**src/rtl/pmmn_pkg.sv**
```systemverilog
`default_nettype none

package pmmn_pkg;

  localparam int SAMPLE_BITS   = 24;
  localparam int FRACTION_BITS = 16;
  localparam int VAL_BITS      = SAMPLE_BITS + 1;
  localparam int SPAN_BITS     = SAMPLE_BITS + 2;
  localparam int GAIN_BITS     = 32;
  localparam int NUM_BITS      = VAL_BITS + FRACTION_BITS + 1;
  localparam int PROD_BITS     = VAL_BITS + GAIN_BITS - 1;
  localparam int RND_BITS      = PROD_BITS - FRACTION_BITS + 1;
  localparam int SRND_BITS     = RND_BITS + 1;
  localparam int SUM_BITS      = SRND_BITS + 1;
  localparam int CNT_BITS      = $clog2(NUM_BITS + 1);

  localparam int MQ_DEPTH      = 2;
  localparam int OQ_DEPTH      = 4;
  localparam int OQ_CNT_BITS   = $clog2(OQ_DEPTH + 1);

  localparam int CFG_IDX_BITS  = 2;

  localparam logic [CFG_IDX_BITS-1:0] CFG_OUT_MIN   = 2'd0;
  localparam logic [CFG_IDX_BITS-1:0] CFG_OUT_MAX   = 2'd1;
  localparam logic [CFG_IDX_BITS-1:0] CFG_LINE_MODE = 2'd2;

  localparam logic [1:0] MODE_DARK  = 2'd0;
  localparam logic [1:0] MODE_LIGHT = 2'd1;
  localparam logic [1:0] MODE_BOTH  = 2'd2;
  localparam logic [1:0] MODE_SPARE = 2'd3;

  localparam logic FUNC_MEASURE = 1'b0;
  localparam logic FUNC_SCALE   = 1'b1;

  localparam logic [GAIN_BITS-1:0] GAIN_CAP = {1'b0, {(GAIN_BITS-1){1'b1}}};

  typedef logic signed [SAMPLE_BITS-1:0] sample_t;
  typedef logic signed [VAL_BITS-1:0]    val_t;
  typedef logic signed [GAIN_BITS-1:0]   gain_t;

  typedef struct packed {
    logic    func;
    sample_t sample;
    logic    last;
  } in_t;

  typedef struct packed {
    sample_t scaled;
    logic    degenerate;
    logic    last_out;
  } out_t;

  typedef struct packed {
    sample_t    out_min;
    sample_t    out_max;
    logic [1:0] line_mode;
  } cfg_t;

  typedef struct packed {
    logic func;
    logic last;
    logic zero;
    logic keep_low;
    val_t val;
  } item_t;

  typedef enum logic [2:0] {
    BK_RUN,
    BK_PREP,
    BK_DIV,
    BK_GAIN,
    BK_OMUL,
    BK_OFS
  } bk_state_t;

  function automatic sample_t sat_sample(input logic signed [SUM_BITS-1:0] v);
    sample_t res;
    res = v[SAMPLE_BITS-1:0];
    if (!v[SUM_BITS-1] && (|v[SUM_BITS-2:SAMPLE_BITS-1])) begin
      res = {1'b0, {(SAMPLE_BITS-1){1'b1}}};
    end else if (v[SUM_BITS-1] && !(&v[SUM_BITS-2:SAMPLE_BITS-1])) begin
      res = {1'b1, {(SAMPLE_BITS-1){1'b0}}};
    end
    return res;
  endfunction

  function automatic logic [VAL_BITS-1:0] mag_val(input val_t v);
    val_t neg;
    neg = -v;
    return v[VAL_BITS-1] ? neg : v;
  endfunction

endpackage

`default_nettype wire

```
**src/rtl/polarity_min_max_normalizer_top.sv**
```systemverilog
// Polarity min/max normalizer, signed Q8.16 samples.
// Input queue: in_push/in_full/in_data. A transaction with func=0 is a
// measure-pass sample and gives no result; func=1 is a scale-pass sample
// and gives one result on out_data (pop with out_pop while out_empty low).
// Config writes (cfg_valid/cfg_ready, cfg_index, cfg_data): 0 out_min,
// 1 out_max, 2 line_mode; cfg_ready is always high. Write only when idle.
// Throughput: one transaction per cycle while in_full is low. A scale
// sample goes through the mid queue, product register and output queue.
// The measure sample with last=1 starts the gain computation: a radix-2
// restoring divider, one quotient bit per cycle over 42 bits, plus one
// multiply for the offset. Later transactions wait in a 2-entry queue
// meanwhile, then in_full rises.
// Results sit in a 4-entry output queue; while the receiver stalls and it
// fills, scale samples hold in the middle queue and in_full rises.
// Reset (rst_n low, synchronous) empties both queues, sets out_min 0,
// out_max 1.0, line_mode 2, gain and offset 0 and starts a new frame.
`default_nettype none

module polarity_min_max_normalizer_top (
  input  wire logic                                   clk,
  input  wire logic                                   rst_n,
  input  wire logic                                   in_push,
  output logic                                        in_full,
  input  wire pmmn_pkg::in_t                          in_data,
  output logic                                        out_empty,
  input  wire logic                                   out_pop,
  output pmmn_pkg::out_t                              out_data,
  input  wire logic                                   cfg_valid,
  output logic                                        cfg_ready,
  input  wire logic [pmmn_pkg::CFG_IDX_BITS-1:0]      cfg_index,
  input  wire logic [pmmn_pkg::SAMPLE_BITS-1:0]       cfg_data
);

  localparam int IW = $bits(pmmn_pkg::item_t);
  localparam int OW = $bits(pmmn_pkg::out_t);

  pmmn_pkg::cfg_t  cfg_r;
  pmmn_pkg::item_t fr_item;
  pmmn_pkg::item_t mq_item;
  pmmn_pkg::out_t  res;
  logic            fr_wr;
  logic            mq_empty;
  logic            mq_pop;
  logic [IW-1:0]   mq_rd_data;
  logic            res_wr;
  logic [OW-1:0]   oq_rd_data;
  logic [pmmn_pkg::OQ_CNT_BITS-1:0] oq_cnt;

  assign cfg_ready = 1'b1;
  assign mq_item   = pmmn_pkg::item_t'(mq_rd_data);
  assign out_data  = pmmn_pkg::out_t'(oq_rd_data);

  always_ff @(posedge clk) begin
    if (!rst_n) begin
      cfg_r.out_min   <= '0;
      cfg_r.out_max   <= pmmn_pkg::sample_t'(1) <<< pmmn_pkg::FRACTION_BITS;
      cfg_r.line_mode <= pmmn_pkg::MODE_BOTH;
    end else if (cfg_valid && cfg_ready) begin
      unique case (cfg_index)
        pmmn_pkg::CFG_OUT_MIN:   cfg_r.out_min   <= cfg_data;
        pmmn_pkg::CFG_OUT_MAX:   cfg_r.out_max   <= cfg_data;
        pmmn_pkg::CFG_LINE_MODE: cfg_r.line_mode <= cfg_data[1:0];
        default: begin
        end
      endcase
    end
  end

  pmmn_front u_front (
    .cfg     (cfg_r),
    .in_push (in_push),
    .in_full (in_full),
    .in_data (in_data),
    .wr      (fr_wr),
    .item    (fr_item)
  );

  pmmn_fifo #(
    .WIDTH (IW),
    .DEPTH (pmmn_pkg::MQ_DEPTH)
  ) u_mid_q (
    .clk     (clk),
    .rst_n   (rst_n),
    .wr      (fr_wr),
    .wr_data (fr_item),
    .rd      (mq_pop),
    .rd_data (mq_rd_data),
    .full    (in_full),
    .empty   (mq_empty),
    .count   ()
  );

  pmmn_back u_back (
    .clk       (clk),
    .rst_n     (rst_n),
    .cfg       (cfg_r),
    .item      (mq_item),
    .mid_empty (mq_empty),
    .mid_pop   (mq_pop),
    .out_cnt   (oq_cnt),
    .res_wr    (res_wr),
    .res       (res)
  );

  pmmn_fifo #(
    .WIDTH (OW),
    .DEPTH (pmmn_pkg::OQ_DEPTH)
  ) u_out_q (
    .clk     (clk),
    .rst_n   (rst_n),
    .wr      (res_wr),
    .wr_data (res),
    .rd      (out_pop),
    .rd_data (oq_rd_data),
    .full    (),
    .empty   (out_empty),
    .count   (oq_cnt)
  );

endmodule

`default_nettype wire

```
**src/rtl/pmmn_fifo.sv**
```systemverilog
`default_nettype none

module pmmn_fifo #(
  parameter int WIDTH = 8,
  parameter int DEPTH = 2
) (
  input  wire logic                         clk,
  input  wire logic                         rst_n,
  input  wire logic                         wr,
  input  wire logic [WIDTH-1:0]             wr_data,
  input  wire logic                         rd,
  output logic      [WIDTH-1:0]             rd_data,
  output logic                              full,
  output logic                              empty,
  output logic      [$clog2(DEPTH+1)-1:0]   count
);

  localparam int PTR_BITS = (DEPTH > 1) ? $clog2(DEPTH) : 1;
  localparam int CNT_BITS = $clog2(DEPTH + 1);

  logic [WIDTH-1:0]    mem_r [DEPTH];
  logic [PTR_BITS-1:0] wr_ptr_r, wr_ptr_nxt;
  logic [PTR_BITS-1:0] rd_ptr_r, rd_ptr_nxt;
  logic [CNT_BITS-1:0] cnt_r, cnt_nxt;
  logic                do_wr, do_rd;

  assign full    = (cnt_r == CNT_BITS'(DEPTH));
  assign empty   = (cnt_r == '0);
  assign count   = cnt_r;
  assign rd_data = mem_r[rd_ptr_r];
  assign do_wr   = wr && !full;
  assign do_rd   = rd && !empty;

  always_comb begin
    wr_ptr_nxt = wr_ptr_r;
    rd_ptr_nxt = rd_ptr_r;
    cnt_nxt    = cnt_r;
    if (do_wr) begin
      wr_ptr_nxt = (wr_ptr_r == PTR_BITS'(DEPTH - 1)) ? '0 : wr_ptr_r + 1'b1;
    end
    if (do_rd) begin
      rd_ptr_nxt = (rd_ptr_r == PTR_BITS'(DEPTH - 1)) ? '0 : rd_ptr_r + 1'b1;
    end
    if (do_wr && !do_rd) begin
      cnt_nxt = cnt_r + 1'b1;
    end else if (do_rd && !do_wr) begin
      cnt_nxt = cnt_r - 1'b1;
    end
  end

  always_ff @(posedge clk) begin
    if (!rst_n) begin
      wr_ptr_r <= '0;
      rd_ptr_r <= '0;
      cnt_r    <= '0;
    end else begin
      wr_ptr_r <= wr_ptr_nxt;
      rd_ptr_r <= rd_ptr_nxt;
      cnt_r    <= cnt_nxt;
    end
  end

  always_ff @(posedge clk) begin
    if (do_wr) begin
      mem_r[wr_ptr_r] <= wr_data;
    end
  end

endmodule

`default_nettype wire

```
**src/rtl/pmmn_front.sv**
```systemverilog
`default_nettype none

module pmmn_front (
  input  wire pmmn_pkg::cfg_t  cfg,
  input  wire logic            in_push,
  input  wire logic            in_full,
  input  wire pmmn_pkg::in_t   in_data,
  output logic                 wr,
  output pmmn_pkg::item_t      item
);

  pmmn_pkg::val_t sx;
  pmmn_pkg::val_t val;
  logic           zero;

  assign sx = pmmn_pkg::VAL_BITS'(in_data.sample);
  assign wr = in_push && !in_full;

  always_comb begin
    unique case (cfg.line_mode) inside
      pmmn_pkg::MODE_LIGHT: begin
        val  = sx;
        zero = in_data.sample[pmmn_pkg::SAMPLE_BITS-1] || (in_data.sample == '0);
      end
      pmmn_pkg::MODE_BOTH: begin
        val  = sx[pmmn_pkg::VAL_BITS-1] ? -sx : sx;
        zero = 1'b0;
      end
      pmmn_pkg::MODE_DARK, pmmn_pkg::MODE_SPARE: begin
        val  = -sx;
        zero = !in_data.sample[pmmn_pkg::SAMPLE_BITS-1];
      end
      default: begin
        val  = -sx;
        zero = !in_data.sample[pmmn_pkg::SAMPLE_BITS-1];
      end
    endcase
  end

  always_comb begin
    item.func     = in_data.func;
    item.last     = in_data.last;
    item.zero     = zero;
    item.keep_low = (cfg.line_mode == pmmn_pkg::MODE_BOTH);
    item.val      = val;
  end

endmodule

`default_nettype wire

```
**src/rtl/pmmn_back.sv**
```systemverilog
`default_nettype none

module pmmn_back (
  input  wire logic                                clk,
  input  wire logic                                rst_n,
  input  wire pmmn_pkg::cfg_t                      cfg,
  input  wire pmmn_pkg::item_t                     item,
  input  wire logic                                mid_empty,
  output logic                                     mid_pop,
  input  wire logic [pmmn_pkg::OQ_CNT_BITS-1:0]    out_cnt,
  output logic                                     res_wr,
  output pmmn_pkg::out_t                           res
);

  localparam int VB = pmmn_pkg::VAL_BITS;
  localparam int SB = pmmn_pkg::SPAN_BITS;
  localparam int GB = pmmn_pkg::GAIN_BITS;
  localparam int NB = pmmn_pkg::NUM_BITS;
  localparam int PB = pmmn_pkg::PROD_BITS;
  localparam int RB = pmmn_pkg::RND_BITS;
  localparam int QB = pmmn_pkg::SRND_BITS;
  localparam int UB = pmmn_pkg::SUM_BITS;
  localparam int CB = pmmn_pkg::CNT_BITS;
  localparam int FB = pmmn_pkg::FRACTION_BITS;

  pmmn_pkg::bk_state_t state_r, state_nxt;
  pmmn_pkg::val_t      lo_r, lo_nxt;
  pmmn_pkg::val_t      hi_r, hi_nxt;
  pmmn_pkg::gain_t     gain_r, gain_nxt;
  pmmn_pkg::sample_t   offset_r, offset_nxt;
  logic                span_bad_r, span_bad_nxt;
  logic                fresh_r, fresh_nxt;
  pmmn_pkg::val_t      diff_r, diff_nxt;
  pmmn_pkg::sample_t   omax_r, omax_nxt;
  logic [SB-1:0]       d_r, d_nxt;
  logic [NB-1:0]       num_r, num_nxt;
  logic [SB-1:0]       rem_r, rem_nxt;
  logic [CB-1:0]       cnt_r, cnt_nxt;
  logic                p_vld_r, p_vld_nxt;
  logic                p_ofs_r, p_ofs_nxt;
  logic [PB-1:0]       p_r, p_nxt;
  logic                p_neg_r, p_neg_nxt;
  logic                p_zero_r, p_zero_nxt;
  logic                p_last_r, p_last_nxt;

  logic                   room;
  pmmn_pkg::val_t         mul_src;
  pmmn_pkg::gain_t        gneg;
  logic [GB-2:0]          gmag;
  logic [RB-1:0]          m;
  logic signed [QB-1:0]   sm;
  logic signed [UB-1:0]   sum_s;
  logic signed [UB-1:0]   ofs_s;
  pmmn_pkg::val_t         lo_u, hi_u;
  logic signed [SB-1:0]   span;
  logic [SB:0]            rem_sh;
  logic                   qbit;
  logic [GB:0]            rq;
  logic [GB-1:0]          g;

  assign room = ({1'b0, out_cnt} + (pmmn_pkg::OQ_CNT_BITS+1)'(p_vld_r))
                < (pmmn_pkg::OQ_CNT_BITS+1)'(pmmn_pkg::OQ_DEPTH);

  assign gneg  = -gain_r;
  assign gmag  = gain_r[GB-1] ? gneg[GB-2:0] : gain_r[GB-2:0];

  // rounding half away from zero on the magnitude
  assign m     = RB'(p_r >> FB) + RB'(p_r[FB-1]);
  assign sm    = p_neg_r ? -$signed({1'b0, m}) : $signed({1'b0, m});
  assign sum_s = UB'(sm) + UB'(offset_r);
  assign ofs_s = UB'(omax_r) - UB'(sm);

  assign lo_u  = fresh_r ? item.val : ((item.val < lo_r) ? item.val : lo_r);
  assign hi_u  = fresh_r ? item.val : ((item.val > hi_r) ? item.val : hi_r);
  assign span  = SB'(hi_r) - SB'(lo_r);

  assign rem_sh = {rem_r, num_r[NB-1]};
  assign qbit   = (rem_sh >= {1'b0, d_r});
  assign rq     = {1'b0, num_r[GB-1:0]} + (GB+1)'(1);

  always_comb begin
    if (|num_r[NB-1:GB]) begin
      g = pmmn_pkg::GAIN_CAP;
    end else if (rq[GB]) begin
      g = pmmn_pkg::GAIN_CAP;
    end else begin
      g = rq[GB:1];
    end
  end

  always_comb begin
    res.scaled     = p_zero_r   ? '0 :
                     span_bad_r ? cfg.out_min : pmmn_pkg::sat_sample(sum_s);
    res.degenerate = span_bad_r;
    res.last_out   = p_last_r;
    res_wr         = p_vld_r && !p_ofs_r;
  end

  always_comb begin
    state_nxt    = state_r;
    lo_nxt       = lo_r;
    hi_nxt       = hi_r;
    gain_nxt     = gain_r;
    offset_nxt   = offset_r;
    span_bad_nxt = span_bad_r;
    fresh_nxt    = fresh_r;
    diff_nxt     = diff_r;
    omax_nxt     = omax_r;
    d_nxt        = d_r;
    num_nxt      = num_r;
    rem_nxt      = rem_r;
    cnt_nxt      = cnt_r;
    p_vld_nxt    = 1'b0;
    p_ofs_nxt    = 1'b0;
    p_zero_nxt   = item.zero;
    p_last_nxt   = item.last;
    mul_src      = item.val;
    mid_pop      = 1'b0;

    unique case (state_r)
      pmmn_pkg::BK_RUN: begin
        if (!mid_empty) begin
          if (item.func == pmmn_pkg::FUNC_SCALE) begin
            if (room) begin
              mid_pop   = 1'b1;
              p_vld_nxt = 1'b1;
            end
          end else begin
            mid_pop   = 1'b1;
            lo_nxt    = lo_u;
            hi_nxt    = hi_u;
            fresh_nxt = 1'b0;
            if (item.last) begin
              if (!item.keep_low) begin
                lo_nxt = '0;
              end
              fresh_nxt = 1'b1;
              diff_nxt  = VB'(cfg.out_max) - VB'(cfg.out_min);
              omax_nxt  = cfg.out_max;
              state_nxt = pmmn_pkg::BK_PREP;
            end
          end
        end
      end
      pmmn_pkg::BK_PREP: begin
        if (span[SB-1] || (span == '0)) begin
          span_bad_nxt = 1'b1;
          gain_nxt     = '0;
          offset_nxt   = '0;
          state_nxt    = pmmn_pkg::BK_RUN;
        end else begin
          span_bad_nxt = 1'b0;
          d_nxt        = span;
          num_nxt      = {pmmn_pkg::mag_val(diff_r), {(FB+1){1'b0}}};
          rem_nxt      = '0;
          cnt_nxt      = CB'(NB);
          state_nxt    = pmmn_pkg::BK_DIV;
        end
      end
      pmmn_pkg::BK_DIV: begin
        rem_nxt = qbit ? SB'(rem_sh - {1'b0, d_r}) : rem_sh[SB-1:0];
        num_nxt = {num_r[NB-2:0], qbit};
        cnt_nxt = cnt_r - 1'b1;
        if (cnt_r == CB'(1)) begin
          state_nxt = pmmn_pkg::BK_GAIN;
        end
      end
      pmmn_pkg::BK_GAIN: begin
        gain_nxt  = diff_r[VB-1] ? -pmmn_pkg::gain_t'(g) : pmmn_pkg::gain_t'(g);
        state_nxt = pmmn_pkg::BK_OMUL;
      end
      pmmn_pkg::BK_OMUL: begin
        mul_src   = hi_r;
        p_vld_nxt = 1'b1;
        p_ofs_nxt = 1'b1;
        state_nxt = pmmn_pkg::BK_OFS;
      end
      pmmn_pkg::BK_OFS: begin
        offset_nxt = pmmn_pkg::sat_sample(ofs_s);
        state_nxt  = pmmn_pkg::BK_RUN;
      end
      default: begin
        state_nxt = pmmn_pkg::BK_RUN;
      end
    endcase

    p_nxt     = PB'(pmmn_pkg::mag_val(mul_src)) * PB'(gmag);
    p_neg_nxt = mul_src[VB-1] ^ gain_r[GB-1];
  end

  always_ff @(posedge clk) begin
    if (!rst_n) begin
      state_r    <= pmmn_pkg::BK_RUN;
      lo_r       <= {1'b0, {(VB-1){1'b1}}};
      hi_r       <= {1'b1, {(VB-1){1'b0}}};
      gain_r     <= '0;
      offset_r   <= '0;
      span_bad_r <= 1'b0;
      fresh_r    <= 1'b1;
      p_vld_r    <= 1'b0;
      p_ofs_r    <= 1'b0;
    end else begin
      state_r    <= state_nxt;
      lo_r       <= lo_nxt;
      hi_r       <= hi_nxt;
      gain_r     <= gain_nxt;
      offset_r   <= offset_nxt;
      span_bad_r <= span_bad_nxt;
      fresh_r    <= fresh_nxt;
      p_vld_r    <= p_vld_nxt;
      p_ofs_r    <= p_ofs_nxt;
    end
  end

  always_ff @(posedge clk) begin
    diff_r   <= diff_nxt;
    omax_r   <= omax_nxt;
    d_r      <= d_nxt;
    num_r    <= num_nxt;
    rem_r    <= rem_nxt;
    cnt_r    <= cnt_nxt;
    p_r      <= p_nxt;
    p_neg_r  <= p_neg_nxt;
    p_zero_r <= p_zero_nxt;
    p_last_r <= p_last_nxt;
  end

endmodule

`default_nettype wire

```
**config.mk**
```make
export PLATFORM = sky130hd
export DESIGN_NAME = polarity_min_max_normalizer_top
export DESIGN_NICKNAME = d
export VERILOG_FILES = /design/src/rtl/pmmn_pkg.sv /design/src/rtl/polarity_min_max_normalizer_top.sv /design/src/rtl/pmmn_fifo.sv /design/src/rtl/pmmn_front.sv /design/src/rtl/pmmn_back.sv
export SDC_FILE = /design/constraint.sdc
export NUM_CORES = 2
export LEC_CHECK = 0
export ABC_AREA = 1
export BUFFER_PORTS_ARGS = -buffer_cell sky130_fd_sc_hd__buf_2
export CORE_ASPECT_RATIO = 0.9
export CORE_MARGIN = 4
export CORE_UTILIZATION = 65
export CTS_CLUSTER_DIAMETER = 150
export CTS_CLUSTER_SIZE = 30
export DETAILED_ROUTE_END_ITERATION = 8
export GPL_TIMING_DRIVEN = 0
export PLACE_DENSITY = 0.82
export REMOVE_ABC_BUFFERS = 1
export SLEW_MARGIN = 20
export SYNTH_ARGS = -nofsm -noshare
export SYNTH_HDL_FRONTEND = slang
export SYNTH_SLANG_ARGS = --single-unit
```
**constraint.sdc**
```tcl
create_clock -name clk -period 19.3 [get_ports clk]
set_input_delay 0 -clock clk [delete_from_list [all_inputs] [get_ports clk]]
set_output_delay 0 -clock clk [all_outputs]
set_load 0.02 [all_outputs]
```
* Yosys cells after proc, flatten, opt, wreduce, memory -nomap -nowiden *
Memories as Yosys holds them, arrays and structs flattened. A register that Yosys moved wholly into a read port is not among the register bits.
Index checks and enable logic that the tools add are counted.

word-level totals
  bits in read-only memories = 0
  latch bits = 0
  bits in writable memories = 162
  register bits = 382
  memories = 2

memory list
  name           depth  width  rd ports  clocked after Yosys merged registers in  wr ports  RTL line         source
  u_out_q.mem_r  4      26     1         1                                        1         pmmn_fifo.sv:21  logic [WIDTH-1:0] mem_r [DEPTH];
  u_mid_q.mem_r  2      29     1         1                                        1         pmmn_fifo.sv:21

operators by class
  $lt $le $gt $ge = 4
  equality and inequality tests = 20
  mux-type cells = 66
  $mul = 1
  reductions and logical operators = 58
  $add $sub $neg = 23
  div/mod/pow operators = 0
  shift-type cells = 0
  bitwise operators = 4

operators by type and width
  operator               count
  $mux 25                10
  $mux 24                7
  $mux 31                3
  $mux 42                2
  $pmux 42 s2            1
  $mux 32                2
  $pmux 32 s2            1
  $mul 25x31->56         1
  $mux 26                2
  $pmux 26 s2            1
  $neg 25->25            2
  $pmux 25 s2            1
  $pmux 24 s2            1
  $add 42x24->43         1
  $sub 24x42->43         1
  $neg 41->42            1
  $add 40x1->41          1
  $reduce_and 19->1      2
  $reduce_or 19->1       2
  $add 32x1->33 const B  1
  $neg 32->32            1
  $neg 31->31            1
  $ge 27x26->1           1
  $logic_not 26->1       1
  42 further kinds       129

* Longest topological paths before layout *
  depth after elaboration = 11
  gate-level depth with buffers = 44
  depth with buffers taken out = 42

* By module *
Synthesis repeated with hierarchy kept, for this count alone.

unflattened totals
  cells, all modules = 8646
  area total of the unflattened synthesis = 63925.1 µm²

modules (own cells, without submodules)
  module                           area an instance (µm²)  times used  cells an instance  seq. area each (µm²)
  pmmn_back                        53925.5                 1           7656               7617.3
  pmmn_fifo at u_out_q             4345.4                  1           323                3303.2
  pmmn_fifo at u_mid_q             2378.5                  1           128                1841.8
  polarity_min_max_normalizer_top  2164.6                  1           325                1001.0
  pmmn_front                       1111.1                  1           214                0.0

* Worst setup path after synthesis *
Ideal clock, no wire load.

  kind = register -> register
  start = register u_back.gain_r[0]
  end = register u_back.p_r[51]
  setup slack = 11025 ps
  data required time = 19188 ps
  arrival time = 8163 ps
  library setup time = 112 ps
  stages on the path, launching flop included = 39
  buffers on the path = 3
  cells stage by stage = dfxtp_1 buf_2 clkinv_2 clkbuf_1 ha_1 inv_1 nor3_2 nand2_1 nor2_1 nand3_1 nor4_4 a21oi_1 xor2_1 inv_1 clkbuf_1 nand2_1 fa_1 fa_1 [3 not listed] fa_1 inv_1 fa_1 fa_1 inv_1 fa_1 inv_1 ha_1 a21oi_1 o21ai_0 a21oi_1 o21ai_0 inv_1 nor3_1 a2111oi_0 nand2_1 nand2_1 nand2_1

on the way
  word-level cells in the longest chain between the ends = 3

ends and longest elaborated chain
  item                    RTL line          source
  start, declared         pmmn_back.sv:29   pmmn_pkg::gain_t gain_r, gain_nxt;
  start signal, assigned  pmmn_back.sv:206  gain_r <= gain_nxt;
  $neg 31->31             pmmn_back.sv:64   assign gneg = -gain_r;
  $mux 31 (*)             pmmn_back.sv:65   assign gmag = gain_r[GB-1] ? gneg[GB-2:0] : gain_r[GB-2:0];
  $mul 25x31->56 (*)      pmmn_back.sv:187  p_nxt = PB'(pmmn_pkg::mag_val(mul_src)) * PB'(gmag);
  net u_back.p_nxt[51]    pmmn_back.sv:41   logic [PB-1:0] p_r, p_nxt;
  end signal, assigned    pmmn_back.sv:222  p_r <= p_nxt;
  end, declared           pmmn_back.sv:41

The timed path passes the listed nets; every way through them passes the cells marked *.
A chain may end at the register's enable or synchronous reset.

==> summary.md <==
| Metric | Value |
|---|---|
| Run status | finished, final reports clean |
| Most frequent cells in the layout | nand2_1, inv_1, nor2_1, fa_1, a21oi_1 |
| Fmax | 88.0 MHz |
| 1st-iter DRT viols | 6741 |
| Syn Area/Cell | 7.47 um2 |
| Fin. Hold Viols | 0 |
| Worst setup EP type | flip-flop |
| PostCTS Resize Cnt | 0 |
| Top cells by area, synth | fa_1, edfxtp_1, nand2_1, inv_1, ha_1 |
| Vias in the first global route | 57.5k |
| Hold_buf cts | 84 |
| Cell taking the most area after synthesis | fa_1 |
| Required time worst endpoint | 19.84 ns |
| TNS Setup | 0 ns |
| Post-DRT Antenna Nets | 0 |
| First-pass GRT wire length | 327 mm |
| Max H-tree Level | 1 |
| Post-synthesis cell count | 8471 |
| Placeable Area | 96500 um2 |
| CP max stage cell | clkinv_1 |
| Clk slew on worst S/H paths | 0.12 ns |
| Most common cell after layout, fill and taps aside | nand2_1 |
| Starting density of the core | 65.6% |
| Max stage delay on crit path | 1.08 ns |
| Most common cell on crit path | nand2_1 |
| Synth Cell Area | 63300 um2 |
| CTS buffer count | 22 |
| DRT Pass-1 Iters | 8 |
| Final WL | 213 mm |
| Post-synth top area share | 21.2% |
| Asr flop ratio synth | 0% |
| Post-CTS repair timing setup buffer count | 0 |
| Die ar. | 102000 um2 |
| Power per Cell Area | 135 nW/um2 |
| WS Path Type | reg2reg |
| Fin. max-slew vios | 0 |
| Final Util | 69.1% |
| Cell family with most CP delay | adder cells |
| Fin cells | 9742 |
| Placed instance count | 9616 |
| Area Growth Syn to Fin | 5.38% |
| Synth cell types | 70 |
| Die width | 337 um |
| Minimum clock period | 11.36 ns |
| Initial antenna violation count | 2 |
| Synth Flop Type | edfxtp_1 |
| Final Power | 0.00897 W |
| Buf/Inv on CP | 8 |
| Max_cap viols | 0 |
| Total track usage | 41.5% |
| Via density | 5.99 |
| EDFF count, synth | 311 |
| Flops & latches, synth | 532 |
| Remaining global-route overflow | 0 |
| Hold_ws | 0.118 ns |
| Critical-path maximum fanout | 30 |
| Worst-Margin Slew | 1.30 ns |
| Final setup viols | 0 |
| Post-detail-place hpwl | 168 mm |
| Via count | 58.4k |
| Leakage | 31.9 nW |
| Arr. time, crit path | 11.90 ns |
| IR drop worst, VDD | 0.000130 V |
| Std-Cell Rows | 108 |
| Nets | 9603 |
| Period utilization | 58.9% |
| Sequential element share of the synthesized area | 21.8% |
| Clock Latency Late Sink | 0.67 ns |
| Clk buf depth | 3 |
| RSZ-0062 raised after global routing | false |
| Clock root buffer | clkbuf_16 |
| Die Ht | 304 um |
| CTS Sinks | 532 |
| Slew HR | 12.9% |
| Port Buffers | 84 |
| GPL Wtd Cong | 1.02 |
| DRC viols | 0 |
| Avg WL per Cell | 21.9 um |
| Startpoint types | flip-flop |
| Fillcell total | 8139 |
| Pin count of the biggest net entering global routing | 73 |
| CTS tree | done |
| IO Count | 86 |
| Min-Delay Path Class | in2reg |
| Ys Warns | 0 |
| Clock Skew | 0.0393 ns |
| Share of layout cells above drive strength 1 | 4.38% |
[worst register-to-register path, delay by kind of cell, from the launching register on]
| kind | cells | cell delay [ns] |
|---|---|---|
| AO/OA/AOI/OAI | 7 | 1.93 |
| adder cells (fa/ha/maj) | 9 | 4.38 |
| buffers and inverters | 8 | 1.93 |
| AND/OR/NAND/NOR | 12 | 2.17 |
| flip-flops | 1 | 0.84 |
[path summary, 6_finish.rpt]
path | from | endpoint | slack (ns) | cells past startpoint
max | flip-flop | u_back.p_r[51] | 7.94 | 36
min | in_data[25] | u_mid_q.mem_r[0][28] | 0.12 | 2
max reg2reg | flip-flop | u_back.p_r[51] | 7.94 | 36
min reg2reg | cfg_r[2] | u_back.omax_r[0] | 0.46 | 0
[logic make-up after synthesis]
kind of cell | count (synthesis) | share of synthesized area (%)
flip-flops | 532 | 21.8
adder cells (fa/ha/maj) | 1087 | 29.4
XOR/XNOR | 279 | 3.93
other | 1 | 0.00593
buffers and inverters | 1772 | 10.9
AO/OA/AOI/OAI | 1152 | 9.90
AND/OR/NAND/NOR | 3648 | 24.1
[stage by stage]
stage	worst slack, ns	instance area [um2]
final	7.94	66700
after global routing	7.33	66700
after CTS	8.23	66700
after detailed placement	8.25	65100
after global placement	6.27	64100
after floorplan	9.75	62100
[registers in the layout (all words and copies together) (netlist names), 2 cells and up, named ones only]
register and cells:
u_out_q.mem_r 104, u_mid_q.mem_r 58, cfg_r 50, u_back.num_r 42, u_back.p_r 41, u_back.gain_r 32, u_back.d_r 26, u_back.rem_r 26
u_back.diff_r 25, u_back.hi_r 25, u_back.lo_r 25, u_back.offset_r 24, u_back.omax_r 24, u_back.cnt_r 6, u_back.state_r 3, u_out_q.count 3
u_mid_q.count 2, u_out_q.rd_ptr_r 2, u_out_q.wr_ptr_r 2
[Yosys cell counts, types with 32 or more instances]
cell type and n:
nand2_1 1833, inv_1 1482, nor2_1 1090, fa_1 669
a21oi_1 478, o21ai_0 443, ha_1 418, nand3_1 349
edfxtp_1 311, dfxtp_1 221, xor2_1 206, clkbuf_1 157
nor3_1 94, nand4_1 86, xnor2_1 67, buf_2 49
o21ai_1 36, or2_2 33, o22ai_1 32
[cell type report]
class	instances	area [um2]	area share (%)
Clock inverter	4	61.3	0.0920
Antenna cell	2	5.00	0.00751
Multi-Input combinational cell	6167	42900	64.4
Inverter	1529	5750	8.63
Clock buffer	36	603	0.905
Tap cell	1265	1580	2.37
Sequential cell	532	13800	20.6
Timing Repair Buffer	207	1960	2.94
[power breakdown]
group | internal (W) | leakage (nW) | switching [W] | total (W)
logic | 0.00176 | 26.9 | 0.00479 | 0.00656
registers | 0.00160 | 4.65 | 0.000198 | 0.00180
clock network | 0.000225 | 0.316 | 0.000391 | 0.000615
total | 0.00359 | 31.9 | 0.00538 | 0.00897
[routing by layer]
layer  vias to the layer above  wire length [um]  GRT usage, %
met5                         -                 0             0
met4                         0             15400          23.4
met3                       736             26900          12.4
met2                      3524             89200          61.2
met1                     27602             81400          54.8
li1                      26531                 -             -
Note: power is estimated with default switching activity, not from simulation.
